### src/hdl/phc_pkg.sv
// ----------------------------------------------------------------------------
// phc_pkg
// Shared types and constants for the half-plane polygon clipper.
// ----------------------------------------------------------------------------
package phc_pkg;

  localparam int unsigned CW            = 18;
  localparam int unsigned FRAC_BITS_DEF = 16;
  localparam int unsigned DATA_W        = 40;
  localparam int unsigned CFG_IDX_W     = 2;

  typedef enum logic [CFG_IDX_W-1:0] {
    CFG_NORMAL_X     = 2'd0,
    CFG_NORMAL_Y     = 2'd1,
    CFG_PLANE_OFFSET = 2'd2,
    CFG_UNUSED       = 2'd3
  } cfg_idx_e;

  typedef enum logic [3:0] {
    ST_IDLE,
    ST_MAC,
    ST_OFF,
    ST_EDGE,
    ST_EMIT_S,
    ST_DEN_LD,
    ST_DEN_SUB,
    ST_ABS,
    ST_DIV,
    ST_FIX_LD,
    ST_FIX_ADD,
    ST_EMIT_X,
    ST_FINISH,
    ST_MARK
  } state_e;

endpackage

### src/hdl/polygon_halfplane_clip_top.sv
// ----------------------------------------------------------------------------
// polygon_halfplane_clip_top
// Clips a streamed closed polygon against the half-plane n.P <= offset.
// ----------------------------------------------------------------------------
// Usage:
//   s_axis carries one vertex per word; tlast marks the closing vertex.
//   m_axis carries the clipped vertices; tuser = 1 for a real vertex, 0 for
//   the end-only marker of an empty result; tlast marks the last word of the
//   clipped polygon. cfg_* writes normal_x (0), normal_y (1), plane_offset (2)
//   while the block is idle; the user must keep to this, the block does not enforce it.
//   All arithmetic runs through one shared add/sub unit: signed shift-add
//   multiplies (one multiplier bit per cycle) and restoring division (one
//   quotient bit per cycle). Each edge crossing takes two 36-step products
//   and two 18-step divisions, with up to two crossings on the closing vertex.
//   s_axis_tready_o is high only while the sequencer is idle.
//   A result waits in the output register; while the receiver stalls the
//   sequencer holds before the next emit.
//   Reset clears the configuration registers, the polygon state and the output valid.
// ----------------------------------------------------------------------------
module polygon_halfplane_clip_top #(
  parameter int unsigned FRAC_BITS = phc_pkg::FRAC_BITS_DEF
) (
  input  logic                           clk_i,
  input  logic                           rst_ni,
  input  logic                           cfg_we_i,
  input  logic [phc_pkg::CFG_IDX_W-1:0]  cfg_addr_i,
  input  logic [phc_pkg::CW-1:0]         cfg_wdata_i,
  input  logic                           s_axis_tvalid_i,
  output logic                           s_axis_tready_o,
  // vertex_x [17:0], vertex_y [35:18], zero pad [39:36]
  input  logic [phc_pkg::DATA_W-1:0]     s_axis_tdata_i,
  input  logic                           s_axis_tlast_i,
  output logic                           m_axis_tvalid_o,
  input  logic                           m_axis_tready_i,
  // out_x [17:0], out_y [35:18], zero pad [39:36]
  output logic [phc_pkg::DATA_W-1:0]     m_axis_tdata_o,
  // has_vertex [0]
  output logic                           m_axis_tuser_o,
  output logic                           m_axis_tlast_o
);

  localparam int unsigned CW  = phc_pkg::CW;
  localparam int unsigned DW  = ((36 > 17 + FRAC_BITS) ? 36 : 17 + FRAC_BITS) + 2;
  localparam int unsigned AW  = DW + CW + 1;
  localparam int unsigned CNW = $clog2(CW);
  localparam logic [CNW-1:0] CNT_END = CNW'(CW - 1);

  // config
  logic [CW-1:0] nx_q, ny_q, off_q;

  // sequencer
  phc_pkg::state_e state_q, state_d;
  logic [CNW-1:0]  cnt_q, cnt_d;
  logic            pass_q, pass_d;
  logic            job_cross_q, job_cross_d;
  logic            axis_q, axis_d;
  logic            edge_q, edge_d;
  logic            have_first_q, have_first_d;
  logic            out_valid_q, out_valid_d;

  // datapath
  logic [AW-1:0]   acc_q, acc_d, mcand_q, mcand_d;
  logic [CW-1:0]   mplr_q, mplr_d, quot_q, quot_d;
  logic            num_neg_q, num_neg_d;
  logic [DW-1:0]   den_q, den_d, dcur_q, dcur_d, dprev_q, dprev_d, dfirst_q, dfirst_d;
  logic [CW-1:0]   cur_x_q, cur_x_d, cur_y_q, cur_y_d;
  logic            last_q, last_d;
  logic [CW-1:0]   first_x_q, first_x_d, first_y_q, first_y_d;
  logic [CW-1:0]   prev_x_q, prev_x_d, prev_y_q, prev_y_d;
  logic [CW-1:0]   xres_q, xres_d, yres_q, yres_d;
  logic [CW-1:0]   ox_q, ox_d, oy_q, oy_d;
  logic            ohas_q, ohas_d, oend_q, oend_d;

  // shared add/sub unit
  logic            u_lhs_zero, u_rhs_acc, u_sub;
  logic [AW-1:0]   u_lhs, u_rhs, u_res;

  always_comb begin
    u_lhs = u_lhs_zero ? '0 : acc_q;
    u_rhs = u_rhs_acc ? acc_q : mcand_q;
    u_res = u_sub ? (u_lhs - u_rhs) : (u_lhs + u_rhs);
  end

  // edge operands
  logic [CW-1:0] s_x, s_y, e_x, e_y, s_ax, e_ax;
  logic [DW-1:0] ds, de;
  logic          s_in, e_in, crossing;
  logic          cin, pin, fin, a_v, b_v, c_v, d_v;
  logic          end_s, end_x, edge_valid;
  logic [AW-1:0] ds_ext, off_ext;

  always_comb begin
    s_x  = edge_q ? cur_x_q : prev_x_q;
    s_y  = edge_q ? cur_y_q : prev_y_q;
    e_x  = edge_q ? first_x_q : cur_x_q;
    e_y  = edge_q ? first_y_q : cur_y_q;
    ds   = edge_q ? dcur_q : dprev_q;
    de   = edge_q ? dfirst_q : dcur_q;
    s_ax = axis_q ? s_y : s_x;
    e_ax = axis_q ? e_y : e_x;
    s_in = ds[DW-1] | (ds == '0);
    e_in = de[DW-1] | (de == '0);
    crossing = s_in ^ e_in;
    cin  = dcur_q[DW-1] | (dcur_q == '0);
    pin  = dprev_q[DW-1] | (dprev_q == '0);
    fin  = dfirst_q[DW-1] | (dfirst_q == '0);
    a_v  = have_first_q & pin;
    b_v  = have_first_q & (pin ^ cin);
    c_v  = last_q & cin;
    d_v  = last_q & (cin ^ fin);
    end_s = edge_q ? ~d_v : (last_q & ~b_v & ~c_v & ~d_v);
    end_x = edge_q ? 1'b1 : (last_q & ~c_v & ~d_v);
    edge_valid = edge_q ? last_q : have_first_q;
    ds_ext  = {{(AW-DW){ds[DW-1]}}, ds};
    off_ext = {{(AW-CW){off_q[CW-1]}}, off_q} << FRAC_BITS;
  end

  always_comb begin
    state_d      = state_q;
    cnt_d        = cnt_q;
    pass_d       = pass_q;
    job_cross_d  = job_cross_q;
    axis_d       = axis_q;
    edge_d       = edge_q;
    have_first_d = have_first_q;
    out_valid_d  = out_valid_q & ~m_axis_tready_i;
    acc_d        = acc_q;
    mcand_d      = mcand_q;
    mplr_d       = mplr_q;
    quot_d       = quot_q;
    num_neg_d    = num_neg_q;
    den_d        = den_q;
    dcur_d       = dcur_q;
    dprev_d      = dprev_q;
    dfirst_d     = dfirst_q;
    cur_x_d      = cur_x_q;
    cur_y_d      = cur_y_q;
    last_d       = last_q;
    first_x_d    = first_x_q;
    first_y_d    = first_y_q;
    prev_x_d     = prev_x_q;
    prev_y_d     = prev_y_q;
    xres_d       = xres_q;
    yres_d       = yres_q;
    ox_d         = ox_q;
    oy_d         = oy_q;
    ohas_d       = ohas_q;
    oend_d       = oend_q;
    u_lhs_zero   = 1'b0;
    u_rhs_acc    = 1'b0;
    u_sub        = 1'b0;
    s_axis_tready_o = 1'b0;

    unique case (state_q)
      phc_pkg::ST_IDLE: begin
        s_axis_tready_o = 1'b1;
        if (s_axis_tvalid_i) begin
          cur_x_d = s_axis_tdata_i[CW-1:0];
          cur_y_d = s_axis_tdata_i[2*CW-1:CW];
          last_d  = s_axis_tlast_i;
          if (!have_first_q) begin
            first_x_d = s_axis_tdata_i[CW-1:0];
            first_y_d = s_axis_tdata_i[2*CW-1:CW];
          end
          acc_d       = '0;
          mcand_d     = {{(AW-CW){nx_q[CW-1]}}, nx_q};
          mplr_d      = s_axis_tdata_i[CW-1:0];
          cnt_d       = '0;
          pass_d      = 1'b0;
          job_cross_d = 1'b0;
          state_d     = phc_pkg::ST_MAC;
        end
      end

      phc_pkg::ST_MAC: begin
        u_sub = (pass_q & job_cross_q) ^ (cnt_q == CNT_END);
        if (mplr_q[0]) begin
          acc_d = u_res;
        end
        mcand_d = mcand_q << 1;
        mplr_d  = mplr_q >> 1;
        cnt_d   = cnt_q + 1'b1;
        if (cnt_q == CNT_END) begin
          cnt_d = '0;
          if (!pass_q) begin
            pass_d = 1'b1;
            if (job_cross_q) begin
              mcand_d = ds_ext;
              mplr_d  = s_ax;
            end else begin
              mcand_d = {{(AW-CW){ny_q[CW-1]}}, ny_q};
              mplr_d  = cur_y_q;
            end
          end else if (job_cross_q) begin
            state_d = phc_pkg::ST_ABS;
          end else begin
            mcand_d = off_ext;
            state_d = phc_pkg::ST_OFF;
          end
        end
      end

      phc_pkg::ST_OFF: begin
        u_sub  = 1'b1;
        dcur_d = u_res[DW-1:0];
        if (!have_first_q) begin
          dfirst_d = u_res[DW-1:0];
        end
        edge_d  = 1'b0;
        state_d = phc_pkg::ST_EDGE;
      end

      phc_pkg::ST_EDGE: begin
        axis_d = 1'b0;
        if (edge_valid && s_in) begin
          state_d = phc_pkg::ST_EMIT_S;
        end else if (edge_valid && crossing) begin
          state_d = phc_pkg::ST_DEN_LD;
        end else if (!edge_q) begin
          edge_d = 1'b1;
        end else begin
          state_d = phc_pkg::ST_FINISH;
        end
      end

      phc_pkg::ST_EMIT_S: begin
        if (!out_valid_q) begin
          out_valid_d = 1'b1;
          ox_d   = s_x;
          oy_d   = s_y;
          ohas_d = 1'b1;
          oend_d = end_s;
          if (crossing) begin
            state_d = phc_pkg::ST_DEN_LD;
          end else if (!edge_q) begin
            edge_d  = 1'b1;
            state_d = phc_pkg::ST_EDGE;
          end else begin
            state_d = phc_pkg::ST_FINISH;
          end
        end
      end

      phc_pkg::ST_DEN_LD: begin
        // |ds - de|: larger side minus smaller side
        if (s_in) begin
          acc_d   = {{(AW-DW){de[DW-1]}}, de};
          mcand_d = ds_ext;
        end else begin
          acc_d   = ds_ext;
          mcand_d = {{(AW-DW){de[DW-1]}}, de};
        end
        state_d = phc_pkg::ST_DEN_SUB;
      end

      phc_pkg::ST_DEN_SUB: begin
        u_sub       = 1'b1;
        den_d       = u_res[DW-1:0];
        acc_d       = '0;
        mcand_d     = ds_ext;
        mplr_d      = e_ax;
        cnt_d       = '0;
        pass_d      = 1'b0;
        job_cross_d = 1'b1;
        state_d     = phc_pkg::ST_MAC;
      end

      phc_pkg::ST_ABS: begin
        num_neg_d  = acc_q[AW-1];
        u_lhs_zero = 1'b1;
        u_rhs_acc  = 1'b1;
        u_sub      = 1'b1;
        if (acc_q[AW-1]) begin
          acc_d = u_res;
        end
        mcand_d = {{(AW-DW){1'b0}}, den_q} << (CW - 1);
        quot_d  = '0;
        cnt_d   = '0;
        state_d = phc_pkg::ST_DIV;
      end

      phc_pkg::ST_DIV: begin
        u_sub = 1'b1;
        if (!u_res[AW-1]) begin
          acc_d = u_res;
        end
        quot_d  = {quot_q[CW-2:0], ~u_res[AW-1]};
        mcand_d = mcand_q >> 1;
        cnt_d   = cnt_q + 1'b1;
        if (cnt_q == CNT_END) begin
          state_d = phc_pkg::ST_FIX_LD;
        end
      end

      phc_pkg::ST_FIX_LD: begin
        acc_d   = {{(AW-CW){s_ax[CW-1]}}, s_ax};
        mcand_d = {{(AW-CW){1'b0}}, quot_q};
        state_d = phc_pkg::ST_FIX_ADD;
      end

      phc_pkg::ST_FIX_ADD: begin
        // quotient sign: numerator sign xor denominator sign (negative when S inside)
        u_sub = num_neg_q ^ s_in;
        if (!axis_q) begin
          xres_d      = u_res[CW-1:0];
          axis_d      = 1'b1;
          acc_d       = '0;
          mcand_d     = ds_ext;
          mplr_d      = e_y;
          cnt_d       = '0;
          pass_d      = 1'b0;
          state_d     = phc_pkg::ST_MAC;
        end else begin
          yres_d  = u_res[CW-1:0];
          state_d = phc_pkg::ST_EMIT_X;
        end
      end

      phc_pkg::ST_EMIT_X: begin
        if (!out_valid_q) begin
          out_valid_d = 1'b1;
          ox_d   = xres_q;
          oy_d   = yres_q;
          ohas_d = 1'b1;
          oend_d = end_x;
          axis_d = 1'b0;
          if (!edge_q) begin
            edge_d  = 1'b1;
            state_d = phc_pkg::ST_EDGE;
          end else begin
            state_d = phc_pkg::ST_FINISH;
          end
        end
      end

      phc_pkg::ST_FINISH: begin
        prev_x_d     = cur_x_q;
        prev_y_d     = cur_y_q;
        dprev_d      = dcur_q;
        have_first_d = ~last_q;
        if (last_q && !(a_v || b_v || c_v || d_v)) begin
          state_d = phc_pkg::ST_MARK;
        end else begin
          state_d = phc_pkg::ST_IDLE;
        end
      end

      phc_pkg::ST_MARK: begin
        if (!out_valid_q) begin
          out_valid_d = 1'b1;
          ox_d    = '0;
          oy_d    = '0;
          ohas_d  = 1'b0;
          oend_d  = 1'b1;
          state_d = phc_pkg::ST_IDLE;
        end
      end

      default: begin
        state_d = phc_pkg::ST_IDLE;
      end
    endcase
  end

  always_ff @(posedge clk_i or negedge rst_ni) begin
    if (!rst_ni) begin
      state_q      <= phc_pkg::ST_IDLE;
      have_first_q <= 1'b0;
      out_valid_q  <= 1'b0;
      first_x_q    <= '0;
      first_y_q    <= '0;
      prev_x_q     <= '0;
      prev_y_q     <= '0;
      nx_q         <= '0;
      ny_q         <= '0;
      off_q        <= '0;
    end else begin
      state_q      <= state_d;
      have_first_q <= have_first_d;
      out_valid_q  <= out_valid_d;
      first_x_q    <= first_x_d;
      first_y_q    <= first_y_d;
      prev_x_q     <= prev_x_d;
      prev_y_q     <= prev_y_d;
      if (cfg_we_i) begin
        unique case (phc_pkg::cfg_idx_e'(cfg_addr_i))
          phc_pkg::CFG_NORMAL_X:     nx_q  <= cfg_wdata_i;
          phc_pkg::CFG_NORMAL_Y:     ny_q  <= cfg_wdata_i;
          phc_pkg::CFG_PLANE_OFFSET: off_q <= cfg_wdata_i;
          default: ;
        endcase
      end
    end
  end

  always_ff @(posedge clk_i) begin
    cnt_q       <= cnt_d;
    pass_q      <= pass_d;
    job_cross_q <= job_cross_d;
    axis_q      <= axis_d;
    edge_q      <= edge_d;
    acc_q       <= acc_d;
    mcand_q     <= mcand_d;
    mplr_q      <= mplr_d;
    quot_q      <= quot_d;
    num_neg_q   <= num_neg_d;
    den_q       <= den_d;
    dcur_q      <= dcur_d;
    dprev_q     <= dprev_d;
    dfirst_q    <= dfirst_d;
    cur_x_q     <= cur_x_d;
    cur_y_q     <= cur_y_d;
    last_q      <= last_d;
    xres_q      <= xres_d;
    yres_q      <= yres_d;
    ox_q        <= ox_d;
    oy_q        <= oy_d;
    ohas_q      <= ohas_d;
    oend_q      <= oend_d;
  end

  assign m_axis_tvalid_o = out_valid_q;
  assign m_axis_tdata_o  = {{(phc_pkg::DATA_W-2*CW){1'b0}}, oy_q, ox_q};
  assign m_axis_tuser_o  = ohas_q;
  assign m_axis_tlast_o  = oend_q;

endmodule

### config.mk
export PLATFORM = sky130hd
export DESIGN_NAME = polygon_halfplane_clip_top
export DESIGN_NICKNAME = d
export VERILOG_FILES = /design/src/hdl/phc_pkg.sv /design/src/hdl/polygon_halfplane_clip_top.sv
export SDC_FILE = /design/constraint.sdc
export NUM_CORES = 1
export LEC_CHECK = 0
export BUFFER_PORTS_ARGS = -buffer_cell sky130_fd_sc_hd__buf_4
export CAP_MARGIN = 40
export CORE_MARGIN = 5
export CORE_UTILIZATION = 28
export CTS_CLUSTER_SIZE = 16
export DETAILED_ROUTE_END_ITERATION = 16
export HOLD_SLACK_MARGIN = 0.08
export PLACE_DENSITY = 0.42
export SYNTH_ARGS = -nofsm -noshare
export SYNTH_HDL_FRONTEND = slang
export SYNTH_SLANG_ARGS = --single-unit
export TNS_END_PERCENT = 20
### constraint.sdc
create_clock -name clk_i -period 11.3 [get_ports clk_i]
set_clock_uncertainty 0.1 [all_clocks]
set_input_delay 3.39 -clock clk_i [delete_from_list [all_inputs] [get_ports clk_i]]
set_output_delay 3.39 -clock clk_i [all_outputs]
set_load 0.02 [all_outputs]
==> Word-level counts from Yosys, hierarchy flattened <==
Index checks and enable logic that the tools add are counted.
{ "totals": {"reg_bits": 555, "out_inout_bits": 44, "wordCells": 230, "in_bits": 66} }
{ "classes": {"n_mux": 85, "n_eq_ne": 32, "reduce_logical": 47, "add_sub_neg": 3, "bitwise_logic": 29} }
{ "ops": {"columns": ["operator", "n"], "rows": [
  ["2-to-1 mux 57 bit", 16],
  ["one-hot mux 57 bit (8 select lines)", 2],
  ["2-to-1 mux 18 bit", 16],
  ["logical NOT 38 bit", 5],
  ["one-hot mux 18 bit (3 select lines)", 2],
  ["2-to-1 mux 38 bit", 2],
  ["one-hot mux 18 bit (4 select lines)", 1],
  ["adder 57 bit", 1],
  ["subtractor 57 bit", 1],
  ["2-to-1 mux 4 bit", 14],
  ["one-hot mux 4 bit (14 select lines)", 1],
  ["one-hot mux 18 bit (2 select lines)", 1],
  ["inequality test 2 bit, second input constant", 15],
  ["one-hot mux 5 bit (5 select lines)", 1],
  ["== test 4 bit, second input constant", 6],
  ["2-to-1 mux 1 bit", 18],
  ["AND reduction 2 bit", 9],
  ["== test 4 x 3 -> 1 bit, second input constant", 4],
  ["2-to-1 mux 5 bit", 3],
  ["AND reduction 3 bit", 5],
  ["AND reduction 6 bit", 2],
  ["AND 1 bit", 11],
  ["one-hot mux 1 bit (3 select lines)", 3],
  ["== test 4 x 2 -> 1 bit, second input constant", 2],
  ["other kinds (28)", 55]
]} }

==> Logic depth before layout (Yosys ltp) <==
{ "logic_depth": {"depth_word": 11, "mapped_depth": 24, "depth_no_buf": 20} }

==> Worst setup path before layout <==
Ideal clock, no wire load.
{ "synth_timing": {"path_kind": "input to register", "startpoint": "in s_axis_tvalid_i", "endpoint": "reg acc_q[0] (enable)", "n_path_buf": 0, "t_required_ns": 10.646, "stages": 6, "setup_slack_ns": 0.087, "setup_time_ns": 0.554, "arrival_time_ns": 10.560, "path_cell_list": "o21ai_0 -> o21ai_0 -> nand2_1 -> o21ai_0 -> o21ai_0 -> a211oi_1"} }
{ "synth_between": {"elab_chain_cells": 2} }
{ "synth_lines": {"columns": ["item", "line", "rtl"], "rows": [
  ["start: declaration", "polygon_halfplane_clip_top.sv:28", "input logic s_axis_tvalid_i,"],
  ["inequality test 2 bit (no line)", null, null],
  ["AND reduction 6 bit (no line)", null, null],
  ["end signal: assignment", "polygon_halfplane_clip_top.sv:402", "acc_q <= acc_d;"],
  ["end: declaration", "polygon_halfplane_clip_top.sv:62", "logic [AW-1:0] acc_q, acc_d, mcand_q, mcand_d;"]
]} }
No other way between the ends.
A chain may end at the register's enable or synchronous reset.

==> Worst setup path in the final report <==
{ "layout_timing": {"startpoint": "reg dcur_q[30]", "endpoint": "reg acc_q[31] (enable)"} }
{ "layout_between": {"elab_chain_cells": 8} }
{ "layout_lines": {"columns": ["item", "line", "rtl"], "rows": [
  ["start: declaration", "polygon_halfplane_clip_top.sv:65", "logic [DW-1:0] den_q, den_d, dcur_q, dcur_d, dprev_q, dprev_d, dfirst_q, dfirst_d;"],
  ["start signal: assignment", "polygon_halfplane_clip_top.sv:408", "dcur_q <= dcur_d;"],
  ["2-to-1 mux 38 bit", "polygon_halfplane_clip_top.sv:97", "ds = edge_q ? dcur_q : dprev_q;"],
  ["logical NOT 38 bit", "polygon_halfplane_clip_top.sv:101", "s_in = ds[DW-1] | (ds == '0);"],
  ["OR 1 bit", "polygon_halfplane_clip_top.sv:101", null],
  ["bitwise XOR 1 bit", "polygon_halfplane_clip_top.sv:303", "u_sub = num_neg_q ^ s_in;"],
  ["one-hot mux 1 bit (3 select lines)", "polygon_halfplane_clip_top.sv:154", "unique case (state_q)"],
  ["2-to-1 mux 57 bit", "polygon_halfplane_clip_top.sv:81", "u_res = u_sub ? (u_lhs - u_rhs) : (u_lhs + u_rhs);"],
  ["inequality test 2 bit (no line)", null, null],
  ["AND reduction 6 bit (no line)", null, null]
]} }
No other way between the ends.

==> run metrics <==
gpl congestion=0.9013; hold depth=1; total wire length=124000 µm; Reg clk slew, reported paths=0.06 ns; Hold Crit Class=reg2reg; CP Data Required Time=11.45 ns; CTS Buf Count=70; Top FF cell, synth=edfxtp_1; Syn Std Cell Area=33040 µm²; slowest cell delay on critical path=0.82 ns; CP max-delay cell=nor4_1; RSZ-0062 raised after global routing=no; Port Buffers=101; Hold Fails Final Rpt=0; CP arrival=9.08 ns; Layout area overhead=16.02%; fin crit period=8.928 ns; initial core utilization=0.2809; Chip Height=353.5 µm; crit-path max FO=33; GRT Util Overall=0.1910; I/O pin total=110; hold_buf cts=0; max_slew headroom=0.2792; Synth top cells by count=edfxtp_1 (423), a21oi_1 (277), nor2_1 (238), mux2i_1 (229), mux2_2 (218); vias after detailed routing=26200; area of the multi-input gates=16230 µm²; CTS resizes=0; CP Launch Type=register; leading area contributor after synthesis=edfxtp_1; H-Tree Level Count=3; most numerous cell in the Yosys netlist=edfxtp_1; Post CTS Setup Buffer Count=0; die footprint=125000 µm²; Final period util=0.7901; drt wl/cell=26.44 µm; max cap viols=0; Syn Area/Cell=10.84 µm²; largest net degree at the start of global routing=85; Detailed Routing Iterations Pass 1=8; Max Freq=112.0 MHz; fillcell total=11910; Routed Antenna Nets=0; TritonCTS clock tree=done; layout cells sized above 1=0.1850; clk_lat worst skew=0.67 ns; detailed placement HPWL=89100 µm; Mapped Cells=3048; Die W=353.5 µm; Slew Limit Fails=0; hold slack=0.4008 ns; root buf cell=clkbuf_16; Synth warnings=0; crit-path cells=nor4_1, nand4_1, o22ai_1, a311oi_1, o21ai_1, and2_1, nand2_1, xnor2_1, ha_1, o211a_1, a2111oi_0, nor3b_1, a41oi_1, o32ai_1, o22ai_1, o31a_1, xnor2_1, a211oi_4, buf_4; grt ovf=0; Reg area=16010 µm²; Clock Tree Buf Depth=3; CTS Sinks=555; WS Path Type=reg2reg; status=finished, final reports clean; setup violators final=0; CORE AREA=117600 µm²; Crit. End Element=register; DRC=0; initial antenna violation count=7; # nets final=3223; count of cell types in the netlist=85; Initial DRC Count=2609; vias in the first global route=25890; synthesized flop and latch total=555; Async S/R FF share, synth=0.2378; first-pass GRT wire length=180300 µm; Post-synth EDFFs=423; Site Rows=126; setup TNS=0 ns; sequential element share of the synthesized area=0.4845; top post-synthesis cells by area=edfxtp_1 (38%), dfrtp_1 (10%), mux2_2 (7.4%); Synth top area share=0.3845; Worst Tran Pin Value=1.066 ns; reg2reg path depth=19; post-DR vias/cell=5.587
-- flip-flops by register name, summed over array words and instances (netlist names), 38 cells and up --
register,count
acc_q,57
mcand_q,57
dcur_q,38
den_q,38
dfirst_q,38
dprev_q,38
-- area by class of cell --
type,instances,share of cell area
clock inverters,28,0.008944
flip-flops and latches,555,0.4176
repair buffers,192,0.04338
diodes,1,0.00006529
well taps,1536,0.05014
clock buffers,99,0.05393
inverters,25,0.002481
multi-input cells,2253,0.4235
-- metrics by stage --
stage | instances | setup slack (ns) | area, µm² | utilization
6_report | 4689 | 2.372 | 38330 | 0.3259
5_1_grt | 4688 | 2.292 | 38330 | 0.3259
4_1_cts | 4688 | 2.663 | 38330 | 0.3259
3_5_place_dp | 4561 | 2.721 | 35920 | 0.3054
3_3_place_gp | 4537 | 2.456 | 35530 | 0.3021
2_1_floorplan | 3051 | 0.08662 | 33050 | -
-- final timing paths --
check	from	end	slack, ns
min in group asynchronous	rst_ni	first_y_q[8]	2.67
hold reg to reg	first_x_q[5]	first_x_q[5]	0.40
setup / recovery	dcur_q[30]	acc_q[31]	2.37
max in group asynchronous	rst_ni	state_q[0]	7.10
hold / removal	first_x_q[5]	first_x_q[5]	0.40
setup reg to reg	dcur_q[30]	acc_q[31]	2.37
-- worst max-delay path, delay by kind of cell, from the launching register on --
kind	cells	cell delay, ns
AO/OA/AOI/OAI	10	4.47
XOR/XNOR	2	0.38
adder cells (fa/ha/maj)	1	0.36
buffers and inverters	1	0.48
flip-flops	1	0.56
AND/OR/NAND/NOR	5	2.12
-- logic make-up after synthesis --
family	Yosys count	synth area share
compound gates	877	0.1676
simple gates	738	0.1105
flops	555	0.4845
mux	467	0.1568
buf+inv	243	0.02913
xor+xnor	107	0.02837
fa+ha+maj	60	0.02295
other cells	1	0.0001135
-- cells in the final DEF, fill, tap and decap left out, drive strengths merged, types with 50 or more instances in the layout --
master	count
a21oi	277
nor3	68
xnor2	57
o21ai	216
clkbuf	99
nor2	238
buf	191
xor2	50
dfrtp	132
edfxtp	423
mux2i	231
nand2	152
ha	59
and2	61
a22oi	57
mux2	218
-- routing by layer --
layer | vias to the layer above | share of wire | GRT usage
met1 | 13190 | 0.44 | 0.2617
met2 | 972 | 0.46 | 0.3106
met3 | 185 | 0.059 | 0.03111
met4 | 4 | 0.034 | 0.05960
met5 | - | 0.00022 | 0
li1 | 11840 | - | -
Power is left out: the tool's default activity adds up to more than one toggle a clock period on the data nets, which glitch-free logic cannot reach.
